==> src/hw/rtl/vndt_pkg.sv <==
// shared types and constants for the value numbering table
package vndt_pkg;
    localparam int unsigned TableSlots  = 256;
    localparam int unsigned ValueIdBits = 16;
    localparam logic [63:0] HashMult    = 64'h3141592653589793;

    // controller to datapath commands
    typedef struct packed {
        logic load;        // capture request, clear hash state
        logic mix_step;    // one hash mix step
        logic set_home;    // take home slot from hash
        logic rd;          // issue slot read at probe index
        logic advance;     // move probe index
        logic ins;         // write key at probe index
        logic clr_start;   // start invalidation sweep
        logic clr_step;    // invalidate one slot
    } t_cmd;

    // datapath to controller status
    typedef struct packed {
        logic mix_last;
        logic slot_valid;
        logic key_match;
        logic wrapped;
        logic at_limit;
        logic clr_last;
    } t_status;
endpackage

==> src/hw/rtl/vndt_ctrl.sv <==
// sequencer for hashing, probing, insert and clear
module vndt_ctrl (
    input  logic              i_clk,
    input  logic              i_rst_n,
    input  logic              i_valid,
    input  logic              i_command,
    output logic              o_ready,
    output logic              o_valid,
    input  logic              i_ready,
    output logic              o_hit,
    output logic              o_full,
    output logic              o_take_value,
    output vndt_pkg::t_cmd    o_cmd,
    input  vndt_pkg::t_status i_status
);
    import vndt_pkg::*;
    localparam logic [2:0] S_IDLE = 3'd0, S_HASH = 3'd1, S_READ = 3'd2,
                           S_CHECK = 3'd3, S_CLEAR = 3'd4, S_DONE = 3'd5,
                           S_HOME = 3'd6;
    logic [2:0] r_state, n_state;
    logic       r_ov, n_ov, r_hit, n_hit, r_full, n_full, n_take;

    assign o_ready = (r_state == S_IDLE) && !r_ov;
    assign o_valid = r_ov;
    assign o_hit   = r_hit;
    assign o_full  = r_full;
    assign o_take_value = n_take;

    // next state and commands
    always_comb begin
        n_state = r_state; n_ov = r_ov && !i_ready; n_hit = r_hit; n_full = r_full;
        n_take = 1'b0;
        o_cmd = '0;
        case (r_state)
            S_IDLE: begin
                if (i_valid && o_ready) begin
                    o_cmd.load = 1'b1;
                    if (i_command) begin
                        n_state = S_HASH;
                    end else begin
                        o_cmd.clr_start = 1'b1;
                        n_state = S_CLEAR;
                    end
                end
            end
            S_HASH: begin
                o_cmd.mix_step = 1'b1;
                if (i_status.mix_last) n_state = S_HOME;
            end
            S_HOME: begin
                o_cmd.set_home = 1'b1;
                n_state = S_READ;
            end
            S_READ: begin
                if (i_status.wrapped) begin
                    n_hit = 1'b0; n_full = 1'b1; n_take = 1'b1; n_state = S_DONE;
                end else begin
                    o_cmd.rd = 1'b1;
                    n_state = S_CHECK;
                end
            end
            S_CHECK: begin
                if (!i_status.slot_valid) begin
                    n_hit = 1'b0; n_take = 1'b1;
                    n_full = i_status.at_limit;
                    o_cmd.ins = !i_status.at_limit;
                    n_state = S_DONE;
                end else if (i_status.key_match) begin
                    n_hit = 1'b1; n_full = 1'b0; n_take = 1'b1; n_state = S_DONE;
                end else begin
                    o_cmd.advance = 1'b1;
                    n_state = S_READ;
                end
            end
            S_CLEAR: begin
                o_cmd.clr_step = 1'b1;
                if (i_status.clr_last) begin
                    n_hit = 1'b0; n_full = 1'b0; n_take = 1'b1; n_state = S_DONE;
                end
            end
            S_DONE: begin
                n_ov = 1'b1;
                n_state = S_IDLE;
            end
            default: n_state = S_IDLE;
        endcase
    end

    always_ff @(posedge i_clk) begin
        if (!i_rst_n) begin
            r_state <= S_IDLE; r_ov <= 1'b0;
        end else begin
            r_state <= n_state; r_ov <= n_ov;
        end
        r_hit <= n_hit; r_full <= n_full;
    end
endmodule

==> config.mk <==
export PLATFORM = sky130hd
export DESIGN_NAME = vndt_ctrl
export DESIGN_NICKNAME = d
export VERILOG_FILES = /design/src/hw/rtl/vndt_pkg.sv /design/src/hw/rtl/vndt_ctrl.sv
export SDC_FILE = /design/constraint.sdc
export NUM_CORES = 1
export LEC_CHECK = 0
export ABC_CLOCK_PERIOD_IN_PS = 1200
export BUFFER_PORTS_ARGS = -buffer_cell sky130_fd_sc_hd__buf_2
export CORE_MARGIN = 3
export CORE_UTILIZATION = 30
export CTS_CLUSTER_DIAMETER = 60
export DETAILED_ROUTE_END_ITERATION = 10
export HOLD_SLACK_MARGIN = 0.15
export PLACE_DENSITY = 0.61
export SYNTH_ARGS = -nofsm -noshare
export SYNTH_HDL_FRONTEND = slang
export SYNTH_SLANG_ARGS = --single-unit
==> constraint.sdc <==
create_clock -name i_clk -period 1.2 [get_ports i_clk]
set_input_delay 0.12 -clock i_clk [delete_from_list [all_inputs] [get_ports i_clk]]
set_output_delay 0.12 -clock i_clk [all_outputs]
set_load 0.05 [all_outputs]
==> results.md, run 1 <==
* Proportion of power drawn by flip-flops and latches at around 15%
* Top delay family on crit path: simple AND/OR/NAND/NOR gates
* Row count at 13
* Clock-pin slew reported for the worst setup and hold paths after clock tree synthesis at about 0.04 ns
* Critical Path AT at 1.37 ns
* Classification of the worst-slack hold path: input port to flip-flop
* Part of the power in the clock network at 7.9%
* Number of nets in the synthesized netlist at 64
* Worst clock skew at 0.01278 ns
* Effective utilization at floorplan at 34.12%
* Combinational cell fraction of total power at roughly 77%
* Failing checks: negative setup slack
* Worst reg2reg path startpoint: r_state[0]$_SDFFE_PN0P_
* Switching Power at between 1000 and 1500 uW
* Antenna Violating Nets Remaining at 0
* Share of cells above drive strength 1 at between 70% and 80%
* Crit. path cell count at 5
* Kind of start point of the critical path: flip-flop
* Tcrit/Tclk final at 124.5%
* Layout area overhead at 119.4%
* Switching share of power at around 45%
* Routed WL per cell at approximately 15 um
* Detailed-route via count at just under 600
* Number of clock sinks at 6
* Setup slack at placement at -0.1364 ns
* Number of warnings reported in the yosys synthesis log at 0
* Crit path max fanout at 5
* Max-cap check violation count at 0
* Number of hold-slack violations in the final timing report at 0
* # nets final at 114
* Tightest Pin Transition at between 0.2 and 0.25 ns
* Total leakage power at approximately 0.00050 uW
* Tot GR Track Use at between 10% and 20%
* Inserted Clock Buffers at 3
* Core outline area at between 1000 and 1500 um^2
* Slew headroom at 83.58%
* Initial antenna violation count at 0
* Placed cell area at 784.5 um^2
* Maximum number of buffers from clock root to sink at 2
* Int Pwr at about 1500 uW
* Die Footprint at 2084 um^2
* Timing-limited maximum frequency at 669.6 MHz
* Mean instance size in the synthesized netlist at between 8 and 9 um^2
* First-pass GRT wire length at ~2600 um
* Post-Syn Instances at 53
* Critical Path End Type: output port
* Number of DRC violations after detailed routing at 0
* Number of DRC markers after the initial detailed-route iteration at 10
* Clk Latency, worst-skew pair at 0.25 ns
* Final core occ at about three quarters
* Path type of the worst setup path: flip-flop to output port
* Share of the yosys chip area belonging to registers at approximately 30%
* Outcome: complete, but fails checks
* Detailed Routing Iterations Pass 1 at 4
* Synthesized cell area at 471.7 um^2
* Critical path data required time at between 1 and 1.5 ns
* Count of different cell masters after synthesis at 35
* Min Clock Period, post-route at between 1 and 1.5 ns
* Startpoint of the worst hold path: i_rst_n
* Count of buffering cells on the critical path with inverters included at 2
* Number of flops mapped to enable cells by yosys at 2
* Maximum single-stage delay on the critical path at ~0.36 ns
* PnR worst setup slack at -0.2935 ns
* Count of cells along the worst register-to-register path at 5
* Number of port buffers at 23
* Post-route design area at ~1000 um^2
* Clock tree from TritonCTS: built
* DPL Wire Length at 1076 um
* Cell Pwr Density at around 2600 nW/um^2
* Cell type of the slowest stage on the worst timing path: sky130_fd_sc_hd__dfxtp_4
* I/O pin total at 24
* Number of pins exceeding their max-slew limit in the final report at 0
* Setup TNS at -2.766 ns
* H-tree levels at 1
* GRT overflow at 0
* Primary flip-flop cell chosen by synthesis mapping: sky130_fd_sc_hd__dfxtp_1
* Final RePlAce weighted congestion at between 0.7 and 0.8
* Count of state elements after synthesis at 6
* Worst hold path stage count at 3
* Routed via count divided by cell count at 5.077
* Number of global-route vias before repair at approximately 560
* Final Setup Violations at 17
* Maximum ir drop on the vdd rail at 2059 uV
* Total length of routed wires at approximately 1700 um
* Worst setup startpoint: r_state[2]$_SDFFE_PN0P_
* Antenna Diode Count at 0
* Overall power consumption at about 2700 uW
* Clk root buf: sky130_fd_sc_hd__clkbuf_4
* Post-synthesis async set-or-reset flop share at 0%
* RSZ-0062 raised after global routing: true
* Maximum number of pins on one net before global-route repair at 10
* Floorplan die height at approximately 46 um
* Worst-path cell chain: buf_4, and2b_2, nand2_4, nor3_4, buf_6
* Die width at roughly 46 um
layout make-up:
| cell class | count | area, um^2 |
|---|---|---|
| clock buffer | 4 | 26.28 |
| fill | 95 | 347.8 |
| inverter | 3 | 11.26 |
| multi-input combinational | 41 | 401.6 |
| sequential | 6 | 155.1 |
| tap | 15 | 18.77 |
| timing repair buffer | 48 | 421.7 |
power groups by stage:
| stage | clock (uW) | sequential (uW) | combinational (uW) |
|---|---|---|---|
| 2_1_floorplan | 0 | 418 | 990 |
| 4_1_cts | 209 | 419 | 1850 |
| 5_1_grt | 232 | 422 | 2150 |
| 3_5_place_dp | 0 | 415 | 1410 |
| 3_3_place_gp | 0 | 411 | 1410 |
| 6_report | 210 | 412 | 2050 |
tightest hold or removal path: stages:
cell and delay [ns]:
sky130_fd_sc_hd__buf_2 0.13, sky130_fd_sc_hd__inv_1 0.07, sky130_fd_sc_hd__a21oi_1 0.04
final timing paths:
path	endpoint	slack [ns]
min reg2reg	o_valid$_SDFF_PN0_	0.56
min	o_valid$_SDFF_PN0_	0.16
max	o_cmd[2]	-0.29
max reg2reg	r_state[2]$_SDFFE_PN0P_	-0.20
flip-flops by register name (all words and copies together) (netlist names):
| register | cells |
|---|---|
| o_valid | 1 |
| r_state | 3 |
| o_hit | 1 |
| o_full | 1 |
synthesized netlist by cell type (2+ instances only):
cell type / instances / area share, %
sky130_fd_sc_hd__nand2_1: 3 / 2.4
sky130_fd_sc_hd__edfxtp_1: 2 / 13
sky130_fd_sc_hd__buf_4: 2 / 3.2
sky130_fd_sc_hd__nor2_1: 2 / 1.6
sky130_fd_sc_hd__a21boi_0: 2 / 3.2
sky130_fd_sc_hd__inv_1: 3 / 2.4
sky130_fd_sc_hd__nor3_1: 2 / 2.1
sky130_fd_sc_hd__a21oi_1: 2 / 2.1
sky130_fd_sc_hd__nor2b_1: 2 / 2.7
sky130_fd_sc_hd__nand2b_1: 2 / 2.7
sky130_fd_sc_hd__and2_1: 2 / 2.7
sky130_fd_sc_hd__a32o_1: 2 / 4.2
sky130_fd_sc_hd__dfxtp_1: 4 / 17
sky130_fd_sc_hd__nand3b_1: 2 / 3.2
cell usage in the layout (no fill, tap or decap), types with 3 or more instances in the layout:
| master | n |
|---|---|
| sky130_fd_sc_hd__buf_2 | 13 |
| sky130_fd_sc_hd__buf_4 | 17 |
| sky130_fd_sc_hd__buf_6 | 11 |
| sky130_fd_sc_hd__buf_8 | 5 |
| sky130_fd_sc_hd__clkbuf_4 | 3 |
| sky130_fd_sc_hd__dfxtp_4 | 4 |
logic make-up (layout without fill, tap and decap cells):
family	Yosys count	after routing	share of synthesized area, %
simple gates	26	26	38.73
compound gates	15	15	24.93
flops	6	6	29.71
buf+inv	6	55	6.629
per-stage QoR:
step | std cells | hold WS, ns
detailed placement | 103 | 0.3764
floorplan | 53 | 0.2420
global route | 117 | 0.1800
finish | 117 | 0.1565
CTS | 113 | 0.1609
global placement | 103 | 0.3755
what timing repair did:
item,in CTS,in global routing
resized for setup,37,10
setup endpoints to repair,15,17
setup buffers,5,6
hold buffers,1,0
endpoints found under the hold margin,1,0
pin swaps,3,4
metal layers:
metal	GRT usage, %	vias up	share of wire [%]
met5	0	-	0
met4	3.509	0	0
met3	3.557	0	2.9
met2	29.25	16	55
met1	23.74	280	42
li1	-	298	-
(Power assumes the default switching activity.)
==> inputs of run 2 (changes only) <==
CORE_AREA = 3 3 40 42   (was not set)
CORE_MARGIN = not set   (was 3)
CORE_UTILIZATION = not set   (was 30)
DIE_AREA = 0 0 43 45   (was not set)
PLACE_DENSITY = 0.69   (was 0.61)
==> run 2 against run 1 <==
The run still ends with negative setup slack left. Die area fell by 7.1%. Critical path depth fell by 1. Utilization rose by 3.8 points. Cell area fell by 2.3%. Global-route usage rose by 2.2 points. Combinational power fell by 9%. Critical path type unchanged. First-iteration DRC count rose by 30%. Clock skew fell by 0.0049 ns.
==> results.md, run 2 (synthesized netlist as in run 1, its figures left out) <==
* Outcome: complete, but fails checks
* Failing checks: negative setup slack
* Total length of routed wires at 1747 um (+0.63%)
* Number of DRC markers after the initial detailed-route iteration at 13 (+3)
* Max-cap check violation count at 0 (unchanged)
* Largest register by flop count: r_state
* Number of DRC violations after detailed routing at 0 (unchanged)
* Classification of the worst-slack hold path: input port to flip-flop
* Number of clock sinks at 6 (unchanged)
* Worst-path cell chain: nor4_4, and2_4, nor2b_4, buf_6
* # nets final at 113 (-0.88%)
* Critical Path End Type: output port
* Top delay family on crit path: simple AND/OR/NAND/NOR gates
* Most common cell after layout, fill and taps aside: sky130_fd_sc_hd__buf_6
* DPL Wire Length at 1026 um (-4.6%)
* Worst setup startpoint: r_state[2]$_SDFFE_PN0P_
* Worst clock skew at 0.007906 ns (-0.004877 ns)
* Row count at 13 (unchanged)
* Startpoint of the worst hold path: i_rst_n
* Switching Power at 1138 uW (-4.6%)
* Layout area overhead at 114.3%
* I/O pin total at 24 (unchanged)
* GRT overflow at 0 (unchanged)
* Tightest Pin Transition at 0.2866 ns (+0.03848 ns)
* Clk root buf: sky130_fd_sc_hd__clkbuf_4
* Tot GR Track Use at 19.92% (+2.2 points)
* Antenna Diode Count at 0 (unchanged)
* Slew headroom at 80.73% (-2.9 points)
* Maximum number of buffers from clock root to sink at 2 (unchanged)
* Share of cells above drive strength 1 at 74.26% (-1.2 points)
* Number of global-route vias before repair at 637 (+14%)
* Clock-pin slew reported for the worst setup and hold paths after clock tree synthesis at 0.05 ns (about the same)
* Proportion of power drawn by flip-flops and latches at 16.1% (+0.7 points)
* Number of hold-slack violations in the final timing report at 0 (unchanged)
* Critical path data required time at 1.08 ns (about the same)
* Non-filler instance count after layout at 116 (-0.85%)
* Effective utilization at floorplan at 36.71% (+2.6 points)
* Cell Pwr Density at 2454 nW/um^2 (-5.1%)
* Tcrit/Tclk final at 119.6% (-4.8 points)
* Filler cell count at 75 (-21%)
* Post-route design area at 1011 um^2 (-2.3%)
* Path type of the worst setup path: flip-flop to output port
* Routed WL per cell at 15.06 um (+1.5%)
* Core outline area at 1285 um^2 (-7.1%)
* Min Clock Period, post-route at 1.435 ns (-0.05806 ns)
* Critical Path AT at 1.32 ns (-0.05 ns)
* Area used by sequential logic in the layout at 155.1 um^2 (unchanged)
* Routed via count divided by cell count at 5.371 (+5.8%)
* Clk Latency, worst-skew pair at 0.25 ns (about the same)
* Int Pwr at 1343 uW (-9.4%)
* First-pass GRT wire length at 2829 um (+7.6%)
* Die Footprint at 1935 um^2 (-7.1%)
* Flip-flop count of the largest register, all copies and words added at 3 (unchanged)
* Timing-limited maximum frequency at 696.7 MHz (+4.0%)
* Number of pins exceeding their max-slew limit in the final report at 0 (unchanged)
* Cell type of the slowest stage on the worst timing path: sky130_fd_sc_hd__dfxtp_4
* Worst reg2reg path startpoint: r_state[1]$_SDFFE_PN0P_
* Total area of multi-input combinational cells at 397.9 um^2 (-0.93%)
* Antenna Violating Nets Remaining at 0 (unchanged)
* Die width at 43 um (-5.8%)
* Part of the power in the clock network at 8.6% (+0.7 points)
* Maximum number of pins on one net before global-route repair at 8 (-2)
* Crit path max fanout at 5 (unchanged)
* Final core occ at 78.68% (+3.8 points)
* Detailed Routing Iterations Pass 1 at 4 (unchanged)
* Maximum single-stage delay on the critical path at 0.36 ns (about the same)
* Switching share of power at 45.87% (+1.3 points)
* Placed Cells at 100 (-2.9%)
* Total leakage power at 0.0004950 uW (-1.4%)
* Initial antenna violation count at 0 (unchanged)
* Inserted Clock Buffers at 3 (unchanged)
* Kind of start point of the critical path: flip-flop
* RSZ-0062 raised after global routing: true
* Final Setup Violations at 16 (-1)
* Clock tree from TritonCTS: built
* Overall power consumption at 2481 uW (-7.3%)
* Floorplan die height at 45 um (-1.4%)
* PnR worst setup slack at -0.2354 ns (+0.05806 ns)
* Final RePlAce weighted congestion at 0.8042 (+6.4%)
* Detailed-route via count at 623 (+4.9%)
* Combinational cell fraction of total power at 75.2% (-1.5 points)
* Number of port buffers at 23 (unchanged)
* H-tree levels at 1 (unchanged)
* Commonest cells after routing, fill and taps aside: sky130_fd_sc_hd__buf_6, sky130_fd_sc_hd__buf_2, sky130_fd_sc_hd__buf_4
* Maximum ir drop on the vdd rail at 1351 uV (-34%)
* Count of buffering cells on the critical path with inverters included at 1 (-1)
* Placed cell area at 762.0 um^2 (-2.9%)
## run 2: cell types whose count changed in the layout (fill, tap and decap cells not counted), sizes merged
cell / previous run / this run
buf: 47 / 46
## run 2: worst reg2reg max path, delay by kind of cell, from the launching register on
kind,cells,cell delay (ns)
AOI/OAI and AO/OA,2,0.26
buffers and inverters,1,0.13
DFF,1,0.38
and+or+nand+nor,1,0.53
## run 2: worst paths after layout
kind	to	slack (ns)	cells after the start
worst max-delay path	o_cmd[1]	-0.24	4
worst min-delay path	o_valid$_SDFF_PN0_	0.17	3
worst max register to register	r_state[1]$_SDFFE_PN0P_	-0.21	4
worst min register to register	o_valid$_SDFF_PN0_	0.65	3
## run 2: repair_timing
item | CTS | global route
setup buffers | 11 | 0
gates resized for setup | 35 | 4
endpoints found under the setup margin | 16 | 17
gates cloned | 0 | 0
hold buffers | 1 | 0
endpoints found under the hold margin | 1 | 0
pin swaps | 7 | 4
## run 2: stage by stage
| stage | hold WS (ns) | setup slack [ns] | setup TNS [ns] |
|---|---|---|---|
| floorplan | 0.2420 | -0.7608 | -2.914 |
| global placement | 0.3725 | -0.1191 | -0.7922 |
| detailed placement | 0.3787 | -0.1106 | -0.7289 |
| CTS | 0.1616 | -0.2447 | -2.406 |
| global route | 0.1761 | -0.3223 | -3.347 |
| finish | 0.1682 | -0.2354 | -2.442 |
## run 2: layout make-up
cell class	instances	share of cell area, %
Sequential cell	6	15.35
Clock buffer	4	2.599
Timing Repair Buffer	47	39.73
Tap cell	15	1.856
Multi-Input combinational cell	41	39.36
Inverter	3	1.114
## run 2: layer usage
| layer | vias to the layer above | wire length (um) | track usage, % | share of wire [%] |
|---|---|---|---|---|
| met1 | 302 | 700 | 23.96 | 40 |
| met2 | 20 | 898 | 32.04 | 51 |
| met3 | 6 | 77 | 2.789 | 4.4 |
| met4 | 0 | 71 | 15.66 | 4.1 |
| met5 | - | 0 | 0 | 0 |
| li1 | 295 | - | - | - |
## run 2: power by group through the flow
stage                     clock network, uW  logic (uW)  registers, uW
after global placement                    0        1350            415
after floorplan                           0         990            418
after CTS                               214        1790            396
final                                   214        1870            400
after detailed placement                  0        1350            418
after global routing                    239        1980            413
==> inputs of run 3 (changes only) <==
ABC_CLOCK_PERIOD_IN_PS = 1650   (was 1200)
PLACE_DENSITY = 0.67   (was 0.69)
clock period = 1.65 ns   (was 1.2 ns; I/O delays follow)
==> run 3 against run 2 <==
The flow now finishes without violations. Total power down 48%. Clock skew down 0.0055 ns. Die area unchanged. Final cell count down 19%.
==> results.md, run 3 (synthesized netlist as in run 1, its figures left out) <==
* Clock tree from TritonCTS: built
* Min Clock Period, post-route at between 1.5 and 2 ns
* Most common cell after layout, fill and taps aside: sky130_fd_sc_hd__buf_2
* Number of pins exceeding their max-slew limit in the final report at 0 (unchanged)
* Routed via count divided by cell count at 5.394 (+0.43%)
* Inserted Clock Buffers at 3 (unchanged)
* Final RePlAce weighted congestion at 0.7790 (-3.1%)
* Clk Latency, worst-skew pair at 0.25 ns (about the same)
* Number of DRC markers after the initial detailed-route iteration at 8 (-5)
* Critical Path End Type: output port
* Classification of the worst-slack hold path: input port to flip-flop
* Die width at 43 um (unchanged)
* Critical path data required time at 1.48 ns (+0.40 ns)
* Timing-limited maximum frequency at roughly 640 MHz
* Number of clock sinks at 6 (unchanged)
* Floorplan die height at 45 um (unchanged)
* Number of DRC violations after detailed routing at 0 (unchanged)
* Max-cap check violation count at 0 (unchanged)
* Cell Pwr Density at 1899 nW/um^2 (-23%)
* Tot GR Track Use at 14.93% (-5.0 points)
* Non-filler instance count after layout at 94 (-19%)
* Total length of routed wires at 1292 um (-26%)
* Crit path max fanout at 14 (+9)
* Core outline area at 1285 um^2 (unchanged)
* Worst clock skew at 0.002402 ns (-0.005504 ns)
* Tcrit/Tclk final at ~95%
* Share of cells above drive strength 1 at 55.70% (-19 points)
* I/O pin total at 24 (unchanged)
* Routed WL per cell at 13.74 um (-8.7%)
* Die Footprint at 1935 um^2 (unchanged)
* Clock-pin slew reported for the worst setup and hold paths after clock tree synthesis at 0.05 ns (about the same)
* Path type of the worst setup path: flip-flop to output port
* H-tree levels at 1 (unchanged)
* Number of global-route vias before repair at 460 (-28%)
* Final Setup Violations at 0 (-16)
* Maximum number of buffers from clock root to sink at 2 (unchanged)
* Outcome: complete, no violations
* # nets final at 91 (-19%)
* Flip-flop count of the largest register, all copies and words added at 3 (unchanged)
* Critical Path AT at 1.40 ns (+0.08 ns)
* Detailed-route via count at 507 (-19%)
* Maximum number of pins on one net before global-route repair at 15 (+7)
* Largest register by flop count: r_state
* Final core occ at 53.36% (-25 points)
* Effective utilization at floorplan at 36.71% (unchanged)
* Clk root buf: sky130_fd_sc_hd__clkbuf_4
* Placed Cells at 90 (-10%)
* Number of port buffers at 23 (unchanged)
* Layout area overhead at 45.36%
* Antenna Violating Nets Remaining at 0 (unchanged)
* Slew headroom at 82.23% (+1.5 points)
* Commonest cells after routing, fill and taps aside: sky130_fd_sc_hd__buf_2, sky130_fd_sc_hd__nand2_1, sky130_fd_sc_hd__inv_1, sky130_fd_sc_hd__clkbuf_4, sky130_fd_sc_hd__buf_4
* DPL Wire Length at 1007 um (-1.9%)
* Maximum ir drop on the vdd rail at 657.5 uV (-51%)
* Kind of start point of the critical path: flip-flop
* Total leakage power at 0.0003226 uW (-35%)
* First-pass GRT wire length at 2007 um (-29%)
* Number of hold buffers added after cts at 0 (-1)
* Initial antenna violation count at 0 (unchanged)
* GRT overflow at 0 (unchanged)
* Antenna Diode Count at 0 (unchanged)
* Row count at 13 (unchanged)
* Detailed Routing Iterations Pass 1 at 4 (unchanged)
* RSZ-0062 raised after global routing: false
* Tightest Pin Transition at 0.2658 ns (-0.02078 ns)
* Number of hold-slack violations in the final timing report at 0 (unchanged)
[run 3: changes by cell type in the layout (fill, tap and decap cells not counted), moves of 3 or more]
cell	change
sky130_fd_sc_hd__nand2_1	+3
sky130_fd_sc_hd__buf_6	-17
sky130_fd_sc_hd__buf_4	-9
sky130_fd_sc_hd__buf_2	+6
[run 3: power by group]
part / leakage (uW) / switching, uW / internal (uW)
registers: 0.0000529 / 92.6 / 213
clock network: 0.0000150 / 67.3 / 92.5
logic: 0.000255 / 527 / 309
total: 0.000323 / 687 / 615
[run 3: final timing paths]
| kind | start | slack [ns] | depth (start not counted) | to |
|---|---|---|---|---|
| hold / removal | i_ready | 0.16 | 3 | o_valid$_SDFF_PN0_ |
| setup / recovery | r_state[2]$_SDFFE_PN0P_ | 0.08 | 4 | o_cmd[1] |
| hold reg to reg | r_state[0]$_SDFFE_PN0P_ | 0.51 | 2 | o_valid$_SDFF_PN0_ |
| setup reg to reg | r_state[2]$_SDFFE_PN0P_ | 0.32 | 3 | r_state[1]$_SDFFE_PN0P_ |
[run 3: per-stage QoR]
| stage | power, uW | setup TNS (ns) | cell area, um^2 | hold slack (ns) | setup slack (ns) |
|---|---|---|---|---|---|
| after floorplan | 979.9 | -0.3558 | 519.2 | 0.2870 | -0.3558 |
| after global placement | 1102 | 0 | 641.9 | 0.4146 | 0.2416 |
| after detailed placement | 1116 | 0 | 641.9 | 0.4272 | 0.1928 |
| after CTS | 1290 | 0 | 674.4 | 0.1553 | 0.003562 |
| after global routing | 1383 | 0 | 685.7 | 0.1717 | 0.02452 |
| final | 1302 | 0 | 685.7 | 0.1607 | 0.08442 |
[run 3: what timing repair did]
action | in CTS | in global routing
pin swaps | 0 | 1
setup buffers | 0 | 0
gates resized for setup | 3 | 5
endpoints found under the setup margin | 5 | 2
[run 3: layout make-up]
| type | count | area, um^2 |
|---|---|---|
| fillers | 130 | 599.3 |
| multi-input cells | 41 | 336.6 |
| flip-flops and latches | 6 | 150.1 |
| repair buffers | 25 | 142.6 |
| clock buffers | 4 | 26.28 |
| well taps | 15 | 18.77 |
| inverters | 3 | 11.26 |
[run 3: critical path, stage by stage (launching register included)]
cell and delay (ns):
sky130_fd_sc_hd__dfxtp_4 0.40, sky130_fd_sc_hd__nor4_4 0.27, sky130_fd_sc_hd__and2_4 0.18, sky130_fd_sc_hd__nor2b_4 0.15, sky130_fd_sc_hd__buf_8 0.15
[run 3: layer usage]
| layer | vias to the layer above | share of wire, % | track usage [%] |
|---|---|---|---|
| met5 | - | 0 | 0 |
| met1 | 237 | 41 | 15.25 |
| li1 | 252 | - | - |
| met4 | 0 | 1.9 | 10.84 |
| met3 | 4 | 4.5 | 3.586 |
| met2 | 14 | 53 | 26.65 |
